--- src/sv/cws_pkg.sv ---
package cws_pkg;

  // sample format and fixed-point layout
  localparam int SAMPLE_BITS   = 16;
  localparam int FRAC_BITS     = SAMPLE_BITS - 1;
  localparam int COEF_FRAC     = 12;
  localparam int OUT_SHIFT     = FRAC_BITS - COEF_FRAC;

  // harmonic and coefficient counts
  localparam int MAX_HARMONICS = 9;
  localparam int COEF_CNT      = MAX_HARMONICS + 1;
  localparam int IDX_W         = 4;
  localparam int HARM_W        = 4;

  // datapath widths
  localparam int WEIGHT_W      = 16;
  localparam int DELTA_W       = WEIGHT_W + 1;
  localparam int COEF_W        = 26;
  localparam int ACC_W         = 29;
  localparam int MB_W          = 17;
  localparam int PROD_W        = ACC_W + MB_W;
  localparam int Y_W           = ACC_W + OUT_SHIFT;
  localparam int TC_W          = 11;

  // stream payload widths
  localparam int S_TDATA_W     = 40;
  localparam int M_TDATA_W     = 16;

  // item kinds carried on tuser
  localparam logic KIND_SAMPLE = 1'b0;
  localparam logic KIND_WEIGHT = 1'b1;

  // power-series coefficients of T1..T9, row = harmonic - 1, column = power of x
  localparam logic signed [TC_W-1:0] CHEB_TBL [MAX_HARMONICS][COEF_CNT] = '{
    '{ 11'sd0,  11'sd1,   11'sd0,   11'sd0,    11'sd0,   11'sd0,
       11'sd0,  11'sd0,   11'sd0,   11'sd0},
    '{-11'sd1,  11'sd0,   11'sd2,   11'sd0,    11'sd0,   11'sd0,
       11'sd0,  11'sd0,   11'sd0,   11'sd0},
    '{ 11'sd0, -11'sd3,   11'sd0,   11'sd4,    11'sd0,   11'sd0,
       11'sd0,  11'sd0,   11'sd0,   11'sd0},
    '{ 11'sd1,  11'sd0,  -11'sd8,   11'sd0,    11'sd8,   11'sd0,
       11'sd0,  11'sd0,   11'sd0,   11'sd0},
    '{ 11'sd0,  11'sd5,   11'sd0,  -11'sd20,   11'sd0,   11'sd16,
       11'sd0,  11'sd0,   11'sd0,   11'sd0},
    '{-11'sd1,  11'sd0,   11'sd18,  11'sd0,   -11'sd48,  11'sd0,
       11'sd32, 11'sd0,   11'sd0,   11'sd0},
    '{ 11'sd0, -11'sd7,   11'sd0,   11'sd56,   11'sd0,  -11'sd112,
       11'sd0,  11'sd64,  11'sd0,   11'sd0},
    '{ 11'sd1,  11'sd0,  -11'sd32,  11'sd0,    11'sd160, 11'sd0,
      -11'sd256, 11'sd0,  11'sd128, 11'sd0},
    '{ 11'sd0,  11'sd9,   11'sd0,  -11'sd120,  11'sd0,   11'sd432,
       11'sd0, -11'sd576, 11'sd0,   11'sd256}
  };

  // commands from controller to datapath
  typedef struct packed {
    logic             load;
    logic             upd_mul;
    logic             upd_add;
    logic             hor_mul;
    logic             hor_add;
    logic             out_load;
    logic [IDX_W-1:0] idx;
  } cws_cmd_t;

  // status from datapath to controller
  typedef struct packed {
    logic kind;
    logic h_ok;
  } cws_sts_t;

endpackage

--- src/sv/cws_ctrl.sv ---
module cws_ctrl import cws_pkg::*; (
  input  logic     clk_i,
  input  logic     rst_ni,
  input  logic     s_axis_tvalid,
  output logic     s_axis_tready,
  output logic     m_axis_tvalid,
  input  logic     m_axis_tready,
  input  cws_sts_t sts_i,
  output cws_cmd_t cmd_o
);

  localparam logic [2:0] S_IDLE    = 3'd0;
  localparam logic [2:0] S_UPD_MUL = 3'd1;
  localparam logic [2:0] S_UPD_ADD = 3'd2;
  localparam logic [2:0] S_HOR_MUL = 3'd3;
  localparam logic [2:0] S_HOR_ADD = 3'd4;
  localparam logic [2:0] S_OUT     = 3'd5;

  localparam logic [IDX_W-1:0] IDX_LAST = IDX_W'(COEF_CNT - 1);
  localparam logic [IDX_W-1:0] IDX_TOP  = IDX_W'(COEF_CNT - 2);

  logic [2:0]       state_q, state_d;
  logic [IDX_W-1:0] idx_q, idx_d;
  logic             m_valid_q, m_valid_d;
  logic             accept;
  logic             out_free;

  assign accept        = s_axis_tvalid && s_axis_tready;
  assign out_free      = !m_valid_q || m_axis_tready;
  assign s_axis_tready = (state_q == S_IDLE);
  assign m_axis_tvalid = m_valid_q;

  // next state and step counter
  always_comb begin
    state_d = state_q;
    idx_d   = idx_q;
    case (state_q)
      S_IDLE: begin
        if (accept) begin
          if (sts_i.kind == KIND_SAMPLE) begin
            state_d = S_HOR_MUL;
            idx_d   = IDX_TOP;
          end else if (sts_i.h_ok) begin
            state_d = S_UPD_MUL;
            idx_d   = '0;
          end
        end
      end
      S_UPD_MUL: state_d = S_UPD_ADD;
      S_UPD_ADD: begin
        if (idx_q == IDX_LAST) begin
          state_d = S_IDLE;
        end else begin
          state_d = S_UPD_MUL;
          idx_d   = idx_q + 1'b1;
        end
      end
      S_HOR_MUL: state_d = S_HOR_ADD;
      S_HOR_ADD: begin
        if (idx_q == '0) begin
          state_d = S_OUT;
        end else begin
          state_d = S_HOR_MUL;
          idx_d   = idx_q - 1'b1;
        end
      end
      S_OUT: begin
        if (out_free) begin
          state_d = S_IDLE;
        end
      end
      default: state_d = S_IDLE;
    endcase
  end

  // commands to the datapath
  always_comb begin
    cmd_o          = '0;
    cmd_o.load     = accept;
    cmd_o.upd_mul  = (state_q == S_UPD_MUL);
    cmd_o.upd_add  = (state_q == S_UPD_ADD);
    cmd_o.hor_mul  = (state_q == S_HOR_MUL);
    cmd_o.hor_add  = (state_q == S_HOR_ADD);
    cmd_o.out_load = (state_q == S_OUT) && out_free;
    cmd_o.idx      = idx_q;
  end

  // output request flag
  always_comb begin
    m_valid_d = m_valid_q;
    if (cmd_o.out_load) begin
      m_valid_d = 1'b1;
    end else if (m_axis_tready) begin
      m_valid_d = 1'b0;
    end
  end

  always_ff @(posedge clk_i or negedge rst_ni) begin
    if (!rst_ni) begin
      state_q   <= S_IDLE;
      idx_q     <= '0;
      m_valid_q <= 1'b0;
    end else begin
      state_q   <= state_d;
      idx_q     <= idx_d;
      m_valid_q <= m_valid_d;
    end
  end

  // a sample request starts the polynomial evaluation
  a_sample_starts: assert property (@(posedge clk_i) disable iff (!rst_ni)
    accept && sts_i.kind == KIND_SAMPLE |=> state_q == S_HOR_MUL && idx_q == IDX_TOP)
    else $error("sample request did not start evaluation");

  // the last horner step hands over to the output stage
  a_horner_ends: assert property (@(posedge clk_i) disable iff (!rst_ni)
    state_q == S_HOR_ADD && idx_q == '0 |=> state_q == S_OUT)
    else $error("horner evaluation did not end in output stage");

  // a result never overwrites one still waiting
  a_no_overwrite: assert property (@(posedge clk_i) disable iff (!rst_ni)
    cmd_o.out_load |-> out_free)
    else $error("output register overwritten");

  // a new result appears only out of the output stage
  a_valid_source: assert property (@(posedge clk_i) disable iff (!rst_ni)
    $rose(m_valid_q) |-> $past(state_q) == S_OUT)
    else $error("result raised outside output stage");

endmodule

--- src/sv/cws_datapath.sv ---
module cws_datapath import cws_pkg::*; #(
  parameter int NUM_HARMONICS = MAX_HARMONICS
) (
  input  logic                   clk_i,
  input  logic                   rst_ni,
  input  logic [S_TDATA_W-1:0]   s_axis_tdata,
  input  logic                   s_axis_tuser,
  output logic [M_TDATA_W-1:0]   m_axis_tdata,
  output logic                   m_axis_tuser,
  input  cws_cmd_t               cmd_i,
  output cws_sts_t               sts_o
);

  localparam int HIDX_W = (NUM_HARMONICS > 1) ? $clog2(NUM_HARMONICS) : 1;
  localparam logic signed [Y_W-1:0] Y_HI = Y_W'((64'sd1 <<< FRAC_BITS) - 1);
  localparam logic signed [Y_W-1:0] Y_LO = -Y_W'(64'sd1 <<< FRAC_BITS);

  logic signed [SAMPLE_BITS-1:0] in_sample;
  logic        [HARM_W-1:0]      in_harm;
  logic signed [WEIGHT_W-1:0]    in_weight;

  logic signed [WEIGHT_W-1:0]    weight_q [NUM_HARMONICS];
  logic signed [COEF_W-1:0]      coef_q   [COEF_CNT];
  logic signed [SAMPLE_BITS-1:0] x_q;
  logic        [HARM_W-1:0]      h_q;
  logic signed [DELTA_W-1:0]     delta_q;
  logic signed [ACC_W-1:0]       acc_q;
  logic signed [PROD_W-1:0]      prod_q;
  logic signed [M_TDATA_W-1:0]   out_q;
  logic                          clip_q;

  logic signed [ACC_W-1:0]       mul_a;
  logic signed [MB_W-1:0]        mul_b;
  logic signed [COEF_W-1:0]      coef_rd;
  logic signed [ACC_W-1:0]       acc_next;
  logic signed [Y_W-1:0]         y_full;
  logic signed [M_TDATA_W-1:0]   y_sat;
  logic                          y_clip;

  // unpack request fields, sample at the bottom
  assign in_sample = s_axis_tdata[SAMPLE_BITS-1:0];
  assign in_harm   = s_axis_tdata[SAMPLE_BITS +: HARM_W];
  assign in_weight = s_axis_tdata[SAMPLE_BITS+HARM_W +: WEIGHT_W];

  assign sts_o.kind = s_axis_tuser;
  assign sts_o.h_ok = (in_harm < HARM_W'(NUM_HARMONICS));

  assign coef_rd = coef_q[cmd_i.idx];

  // shared multiplier operands: weight change times table entry, or acc times x
  always_comb begin
    if (cmd_i.upd_mul) begin
      mul_a = ACC_W'(delta_q);
      mul_b = MB_W'(CHEB_TBL[h_q][cmd_i.idx]);
    end else begin
      mul_a = acc_q;
      mul_b = MB_W'(x_q);
    end
  end

  // horner step: floor of product by 2^F plus next coefficient
  assign acc_next = prod_q[FRAC_BITS +: ACC_W] + ACC_W'(coef_rd);

  // scale Q.12 to the sample format and saturate
  always_comb begin
    y_full = Y_W'(acc_q) <<< OUT_SHIFT;
    y_clip = 1'b0;
    y_sat  = y_full[M_TDATA_W-1:0];
    if (y_full > Y_HI) begin
      y_sat  = Y_HI[M_TDATA_W-1:0];
      y_clip = 1'b1;
    end else if (y_full < Y_LO) begin
      y_sat  = Y_LO[M_TDATA_W-1:0];
      y_clip = 1'b1;
    end
  end

  // weight and coefficient state
  always_ff @(posedge clk_i or negedge rst_ni) begin
    if (!rst_ni) begin
      for (int i = 0; i < NUM_HARMONICS; i++) begin
        weight_q[i] <= '0;
      end
      for (int j = 0; j < COEF_CNT; j++) begin
        coef_q[j] <= '0;
      end
    end else begin
      if (cmd_i.load && s_axis_tuser == KIND_WEIGHT && sts_o.h_ok) begin
        weight_q[in_harm[HIDX_W-1:0]] <= in_weight;
      end
      if (cmd_i.upd_add) begin
        coef_q[cmd_i.idx] <= coef_rd + prod_q[COEF_W-1:0];
      end
    end
  end

  // working registers
  always_ff @(posedge clk_i) begin
    if (cmd_i.load) begin
      x_q     <= in_sample;
      h_q     <= in_harm;
      delta_q <= DELTA_W'(in_weight) - DELTA_W'(weight_q[in_harm[HIDX_W-1:0]]);
      acc_q   <= ACC_W'(coef_q[COEF_CNT-1]);
    end else if (cmd_i.hor_add) begin
      acc_q   <= acc_next;
    end
    if (cmd_i.upd_mul || cmd_i.hor_mul) begin
      prod_q <= PROD_W'(mul_a) * PROD_W'(mul_b);
    end
    if (cmd_i.out_load) begin
      out_q  <= y_sat;
      clip_q <= y_clip;
    end
  end

  assign m_axis_tdata = out_q;
  assign m_axis_tuser = clip_q;

  // a saturated result is always flagged
  a_sat_flag: assert property (@(posedge clk_i) disable iff (!rst_ni)
    cmd_i.out_load && (y_full > Y_HI || y_full < Y_LO) |=> clip_q)
    else $error("saturated result not flagged");

  // a result without clipping carries the scaled accumulator unchanged
  a_no_clip_exact: assert property (@(posedge clk_i) disable iff (!rst_ni)
    cmd_i.out_load && !y_clip |=> out_q == $past(y_full[M_TDATA_W-1:0]))
    else $error("unclipped result altered");

  // weight entry zero only changes on a weight request
  a_weight_hold: assert property (@(posedge clk_i) disable iff (!rst_ni)
    !(cmd_i.load && s_axis_tuser == KIND_WEIGHT) |=> $stable(weight_q[0]))
    else $error("weight changed without a weight request");

endmodule

--- src/sv/chebyshev_waveshaper.sv ---
// channel   dir  tdata (low bit up)                          tuser
// s_axis    in   sample[15:0] harmonic[19:16] weight[35:20]  kind (0 sample, 1 weight)
// m_axis    out  shaped_sample[15:0]                         clipped
//
// one shared 29x17 multiplier carries all multiplications; each step is a multiply state, then an add state
// sample request: accept, nine horner steps from the top coefficient down, then the output stage
// weight request: accept, then ten coefficient updates
// a weight request for an unused harmonic is accepted and then dropped
// reset clears weights and coefficients, so samples shape to zero until a weight is set
// a result waits in the output register while the next request runs; a second result
// then holds the output stage, and no request is taken until the first one leaves
module chebyshev_waveshaper import cws_pkg::*; #(
  parameter int NUM_HARMONICS = MAX_HARMONICS
) (
  input  logic                 clk_i,
  input  logic                 rst_ni,
  input  logic                 s_axis_tvalid,
  output logic                 s_axis_tready,
  // sample[15:0], harmonic[19:16], weight[35:20], zero[39:36]
  input  logic [S_TDATA_W-1:0] s_axis_tdata,
  // kind
  input  logic                 s_axis_tuser,
  output logic                 m_axis_tvalid,
  input  logic                 m_axis_tready,
  // shaped_sample[15:0]
  output logic [M_TDATA_W-1:0] m_axis_tdata,
  // clipped
  output logic                 m_axis_tuser
);

  cws_cmd_t cmd;
  cws_sts_t sts;

  // sequencer
  cws_ctrl u_ctrl (
    .clk_i         (clk_i),
    .rst_ni        (rst_ni),
    .s_axis_tvalid (s_axis_tvalid),
    .s_axis_tready (s_axis_tready),
    .m_axis_tvalid (m_axis_tvalid),
    .m_axis_tready (m_axis_tready),
    .sts_i         (sts),
    .cmd_o         (cmd)
  );

  // coefficient store, multiplier and output stage
  cws_datapath #(
    .NUM_HARMONICS (NUM_HARMONICS)
  ) u_datapath (
    .clk_i        (clk_i),
    .rst_ni       (rst_ni),
    .s_axis_tdata (s_axis_tdata),
    .s_axis_tuser (s_axis_tuser),
    .m_axis_tdata (m_axis_tdata),
    .m_axis_tuser (m_axis_tuser),
    .cmd_i        (cmd),
    .sts_o        (sts)
  );

endmodule

--- config.mk ---
export PLATFORM = sky130hd
export DESIGN_NAME = chebyshev_waveshaper
export DESIGN_NICKNAME = d
export VERILOG_FILES = /design/src/sv/cws_pkg.sv /design/src/sv/cws_ctrl.sv /design/src/sv/cws_datapath.sv /design/src/sv/chebyshev_waveshaper.sv
export SDC_FILE = /design/constraint.sdc
export NUM_CORES = 2
export LEC_CHECK = 0
export BUFFER_PORTS_ARGS = -buffer_cell sky130_fd_sc_hd__buf_2
export CORE_MARGIN = 3
export CORE_UTILIZATION = 50
export DETAILED_ROUTE_END_ITERATION = 8
export PLACE_DENSITY = 0.68
export SYNTH_ARGS = -nofsm -noshare
export SYNTH_HDL_FRONTEND = slang
export SYNTH_SLANG_ARGS = --single-unit
--- constraint.sdc ---
create_clock -name clk_i -period 6.85 [get_ports clk_i]
set_input_delay 0 -clock clk_i [delete_from_list [all_inputs] [get_ports clk_i]]
set_output_delay 0 -clock clk_i [all_outputs]
set_load 0.05 [all_outputs]
* Yosys cells after proc, flatten, opt, wreduce, memory -nomap -nowiden
Memories as Yosys holds them, arrays and structs flattened.
Index checks and enable logic that the tools add are counted.
** Storage, ports and cells
- Bits in registers :: 539
- Memory bits (read-only) :: 1760
- Input bits :: 45
- Memories :: 1
** Operators by class
- Bitwise operators :: 3
- Multiplexer cells :: 38
- Order comparisons :: 8
- Multiply operators :: 1
- Add/subtract/negate cells :: 5
- Reduce and logical (&&, ||, !) cells :: 16
- Equal/unequal tests :: 11
** Memory list
- (no name shown) :: words 16, width 110, rd ports 1, clocked after memory_dff 0, wr ports 0, line cws_datapath.sv:54 : mul_b = MB_W'(CHEB_TBL[h_q][cmd_i.idx]);
** Operator list (count)
- 260-bit bitwise mux :: 1
- 110-bit two-way mux :: 2
- 144-bit bitwise mux :: 1
- 26-bit binary-select mux with 4-bit select :: 1
- 26-bit demux with 4-bit select :: 1
- 29-bit two-way mux :: 3
- 26-bit two-way mux :: 3
- 16-bit binary-select mux with 4-bit select :: 1
- 16-bit demux with 4-bit select :: 1
- 16-bit two-way mux :: 4
- 11-bit binary-select mux with 4-bit select :: 1
- 29-bit by 17-bit multiplier with 44-bit output :: 1
- 32-bit by 16-bit greater-than comparator with 1-bit output, second input constant :: 1
- 32-bit by 16-bit less-than comparator with 1-bit output, second input constant :: 1
- 29-bit adder :: 1
- 26-bit adder :: 1
- 11-bit two-way mux :: 2
- 4-bit two-way mux :: 5
- 3-bit one-hot mux with 6 select lines :: 1
- 17-bit two-way mux :: 1
- 16-bit by 16-bit subtractor with 17-bit output :: 1
- 5-bit greater-or-equal comparator, second input constant :: 3
- 3-bit two-way mux :: 5
- 4-bit NOT with 5-bit output :: 3
- 22 further kinds :: 37

* Longest topological paths before layout
- Word-level depth :: 9
- Gate-level depth with buffers :: 33
- Mapped depth without buffers :: 31

* Hierarchy
A second synthesis with hierarchy kept.
** Unflattened totals
- Cells, all modules :: 4222
- Area total of the unflattened synthesis :: 43464.2 um2
** By module, submodules not included
- cws_datapath :: area an instance 42843.6 um2, times used 1, cells each 4157
- cws_ctrl :: area an instance 620.6 um2, times used 1, cells each 65

* Least setup slack after synthesis
No wires, ideal clock.
- Path kind :: register -> register
- Start point :: register u_datapath.h_q[3]
- End point :: register u_datapath.prod_q[34], data pin
- Period minus slack after synthesis :: 7588 ps
- Data required time :: 6713 ps
- Path slack :: -738 ps
- Cell stages (with the launch flop) :: 33
- Arrival time :: 7450 ps
- Cells stage by stage :: edfxtp_1 > clkbuf_1 > nor4bb_1 > a22o_1 > a221oi_1 > a311oi_1 > nand2b_1 > buf_2 > o21a_1 > buf_2 > buf_2 > nand2_1 > fa_1 > inv_1 > fa_1 > inv_1 > fa_1 > inv_1 > fa_1 > fa_1 > inv_1 > fa_1 > inv_1 > ha_1 > a211oi_1 > nand2_1 > nor3_2 > a211oi_1 > or3_4 > a211oi_2 > o21ai_1 > or4_1 > nand4_1
** On the way
- Word-level cells in the longest chain between the ends :: 9
** RTL lines
- from (decl) :: line cws_datapath.sv:25 : logic [HARM_W-1:0] h_q;
- from (signal assigned) :: line cws_datapath.sv:101 : h_q <= in_harm;
- 4-bit NOT with 5-bit output (implied by the code) :: line cws_datapath.sv:54
- memory 16 x 110 bit
- 110-bit two-way mux (implied by the code) (2 in a row) :: line cws_datapath.sv:54
- 11-bit binary-select mux with 4-bit select :: line cws_datapath.sv:54
- 11-bit two-way mux (implied by the code) (2 in a row) :: line cws_datapath.sv:54
- 17-bit two-way mux :: line cws_datapath.sv:52 : if (cmd_i.upd_mul) begin
- 29-bit by 17-bit multiplier with 44-bit output :: line cws_datapath.sv:108 : prod_q <= PROD_W'(mul_a) * PROD_W'(mul_b);
- to (signal assigned) :: line cws_datapath.sv:108
- to (decl) :: line cws_datapath.sv:28 : logic signed [PROD_W-1:0] prod_q;
Every way passes these cells. The select of a mux whose other input is x is not followed.
A chain may end at the register's enable or synchronous reset.

* Worst setup path in the final report
- Start point :: register u_datapath.h_q[1]
- End point :: register u_datapath.prod_q[42], data pin
The elaborated chain is that of the path after synthesis.

==> metrics.md <==
| Metric | Value |
|---|---|
| Routed length per instance | ~21 µm |
| Residual antenna-violating net count after detailed routing | 0 |
| Diodes inserted | 0 |
| Die boundary width | between 200 and 300 µm |
| First-pass GRT wire length | approximately 200,000 µm |
| CP max-delay cell | fa_2 |
| Largest net degree at the start of global routing | 187 |
| Endpoint arrival time on the critical path | between 8000 and 9000 ps |
| GPL Wtd Cong | 0.954 |
| CTS tree | built |
| Post-synthesis sequential element count | about 540 |
| Run status | finished with violations |
| Fin crit period | 7850 ps |
| Portion of the post-synthesis area used by sequential elements | 32.7% |
| Die H | 299 µm |
| Critical path's most frequent cell | fa_1 |
| # placed instances | 5,710 |
| Clock root buffer | clkbuf_16 |
| Worst stage delay on the critical path | slightly below 600 ps |
| Primary flip-flop cell chosen by synthesis mapping | dfrtp_1 |
| Maximum root-to-sink buffer count | 3 |
| DRC marker count from the first detailed-route iteration | slightly below 3,000 |
| End of the worst register-to-register path | u_datapath.prod_q[42]$_DFFE_PP_ |
| Final critical-path share of the clock period | 115% |
| Clock transition time at the flip-flop clock pins of the worst setup and hold paths | roughly 60 ps |
| Launching element type of the critical path | flip-flop |
| Worst Path Buf+Inv | 6 |
| Fin cells | slightly below 6,000 |
| Syn_nets | about 4,900 |
| Length of the first detailed-routing pass in iterations | 5 |
| Max capacitance violation total | 0 |
| Num Clock Sinks | 537 |
| Worst relative slew slack | 21.2% |
| Final net count | 5,418 |
| Endpoint type of the worst setup path | flip-flop |
| Worst endpoint required time | 7270 ps |
| Number of buffers created by CTS | 60 |
| Count of cells along the worst register-to-register path | 29 |
| Core ar. | about 0.085 mm² |
| Least setup slack across all paths after layout | -997 ps |
| Die area | 0.0897 mm² |
| Critical setup path kind | reg -> reg |
| Via count normalized by instance count | 5.65 |
| Number of placed I/O pins | 64 |
| Port buffer count | between 50 and 60 |
| Syn-to-layout area delta | 22.0% |
| Unrepaired setup endpoints after global routing | yes |
| Final Hold Fails | 0 |
| Via count | between 30,000 and 40,000 |
| Crit path max-delay family | adder cells |
| Maximum fanout count along the critical path | 18 |
| Average instance area after synthesis | between 10 and 15 µm² |
| Final setup violating endpoints | 28 |
| Synth Warn # | 0 |
| Worst hold path type | in -> async |
| Post-route setup TNS | -19,290 ps |
| Maximum level of the CTS H-tree | 2 |
| Reg-to-Reg Start | u_datapath.h_q[1]$_DFFE_PP_ |
| Fin. max-slew vios | 0 |
| Max frequency | 0.127 GHz |
| Aggregate global routing overflow | 0 |
| Number of antenna violations at the first check in global routing | 0 |
| Clock insertion delay at the later pin of the skew report | 680 ps |
| Post-synthesis cell type count | 90 |
| Ys async rst share | 76.7% |
| Final Skew | roughly 36 ps |
| Number of enable-type register cells in the synthesized netlist | 125 |
| Transition time at the pin with the least slew margin | between 1000 and 1500 ps |
| R2r setup slk | -1000 ps |
| Gate count after technology mapping | approximately 4,200 |
| Failing checks | setup timing |
| Share of layout cells above drive strength 1 | 25.7% |
| Global-route total usage across every layer | 28.4% |
| DP Wirelength | 94,000 µm |
| Overall routed net length | around 130,000 µm |
| Starting utilization of the core area | 50.5% |
| Post-synthesis instance area | 0.0431 mm² |
| Number of global-route vias before repair | 34,300 |
| Post-Place Setup Slack | -1060 ps |
| Remaining DRCs | 0 |
| Site Rows | 107 |
[synth_stat cells (all sizes together), types with 57 or more instances]
cell type  count  share of area [%]
nand2        633                5.5
fa           466                 22
nor2         410                3.6
a21o          63                1.1
inv          509                4.4
mux4          84                4.4
mux2         176                4.6
ha           177                5.1
xnor2         65                1.4
edfxtp       125                8.7
clkbuf       135                1.2
buf           57               0.62
a21oi        138                1.6
dfrtp        412                 24
o21ai        283                3.3
mux2i         59                1.4
[per-layer routing]
metal / global-route usage (%) / share of wire, % / wire length (µm) / vias up
met5: 0 / 0 / 0 / -
met4: 9.27 / 3.7 / 4640 / 0
met3: 4.44 / 7.1 / 8890 / 274
met2: 45.8 / 47 / 59200 / 1170
met1: 39.7 / 42 / 53300 / 17000
li1: - / - / - / 15000
[what timing repair did]
item,CTS,global route
gates resized for setup,152,120
buffers inserted,43,26
pin swaps,74,49
hold buffers,40,0
hold endpoints to repair,269,0
cloned,2,1
setup endpoints to repair,27,31
[cells in the final DEF (no fill, tap or decap), drive strengths merged, types with 32 or more instances in the layout]
master / count
nand2: 633
buf: 591
inv: 514
fa: 466
dfrtp: 412
nor2: 410
o21ai: 283
ha: 177
mux2: 176
a21oi: 138
edfxtp: 125
clkbuf: 85
mux4: 84
xnor2: 65
a21o: 63
mux2i: 59
xor2: 40
nor3: 40
dlygate4sd3: 39
o21a: 32
[logic make-up after synthesis]
| family | count (synthesis) | share of synthesized area (%) |
|---|---|---|
| DFF | 537 | 32.7 |
| AOI/OAI and AO/OA | 678 | 9.69 |
| and+or+nand+nor | 1243 | 12.1 |
| xor gates and xnor gates | 105 | 2.17 |
| adders and majority gates | 643 | 26.8 |
| buffers and inverters | 702 | 6.25 |
| muxes | 319 | 10.4 |
[how the worst max path moves through the flow]
stage                                                 end  slack (ps)  cells after the start                        start
after floorplan           u_datapath.prod_q[34]$_DFFE_PP_        -410                     32  u_ctrl.idx_q[0]$_DFFE_PN0P_
after global placement    u_datapath.prod_q[41]$_DFFE_PP_        -980                     31  u_datapath.h_q[1]$_DFFE_PP_
after detailed placement  u_datapath.prod_q[40]$_DFFE_PP_       -1060                     30  u_ctrl.idx_q[0]$_DFFE_PN0P_
after CTS                 u_datapath.prod_q[40]$_DFFE_PP_        -830                     32  u_datapath.h_q[1]$_DFFE_PP_
after global routing      u_datapath.prod_q[34]$_DFFE_PP_       -1250                     33  u_datapath.h_q[1]$_DFFE_PP_
final                     u_datapath.prod_q[42]$_DFFE_PP_       -1000                     29  u_datapath.h_q[1]$_DFFE_PP_
[area by class of cell]
cell class / instances / area (µm²)
clock buffer: 82 / 1720
clock inverter: 29 / 310
fill: 6886 / 32800
inverter: 510 / 1920
multi-input combinational: 2988 / 27500
sequential: 537 / 14100
tap: 1144 / 1430
timing repair buffer: 633 / 5540
[registers in the layout (all words and copies together), names as in the netlist, 14 cells and up]
| register | flops |
|---|---|
| u_datapath.x_q | 16 |
| u_datapath.prod_q | 44 |
| u_datapath.weight_q | 144 |
| u_datapath.delta_q | 17 |
| u_datapath.acc_q | 29 |
| u_datapath.coef_q | 260 |
| u_datapath.m_axis_tdata | 14 |
[through the flow]
stage	hold WS (ps)	utilization [%]	area, µm²
5_1_grt	41.8	61.6	52500
6_report	13.0	61.6	52500
3_5_place_dp	85.4	56.8	48400
4_1_cts	9.79	60.9	51900
2_1_floorplan	-296	-	43500
3_3_place_gp	85.3	56.8	48400
[worst reg2reg max path: cells and delay by family (launching register included)]
family / cells / cell delay [ps]
AO/OA/AOI/OAI: 10 / 1890
XOR/XNOR: 1 / 90
adder cells (fa/ha/maj): 7 / 3300
buffers and inverters: 6 / 780
flip-flops: 1 / 460
AND/OR/NAND/NOR: 5 / 1080
Power is left out: the tool's default activity adds up to more than one toggle a clock period on the data nets, which glitch-free logic cannot reach.
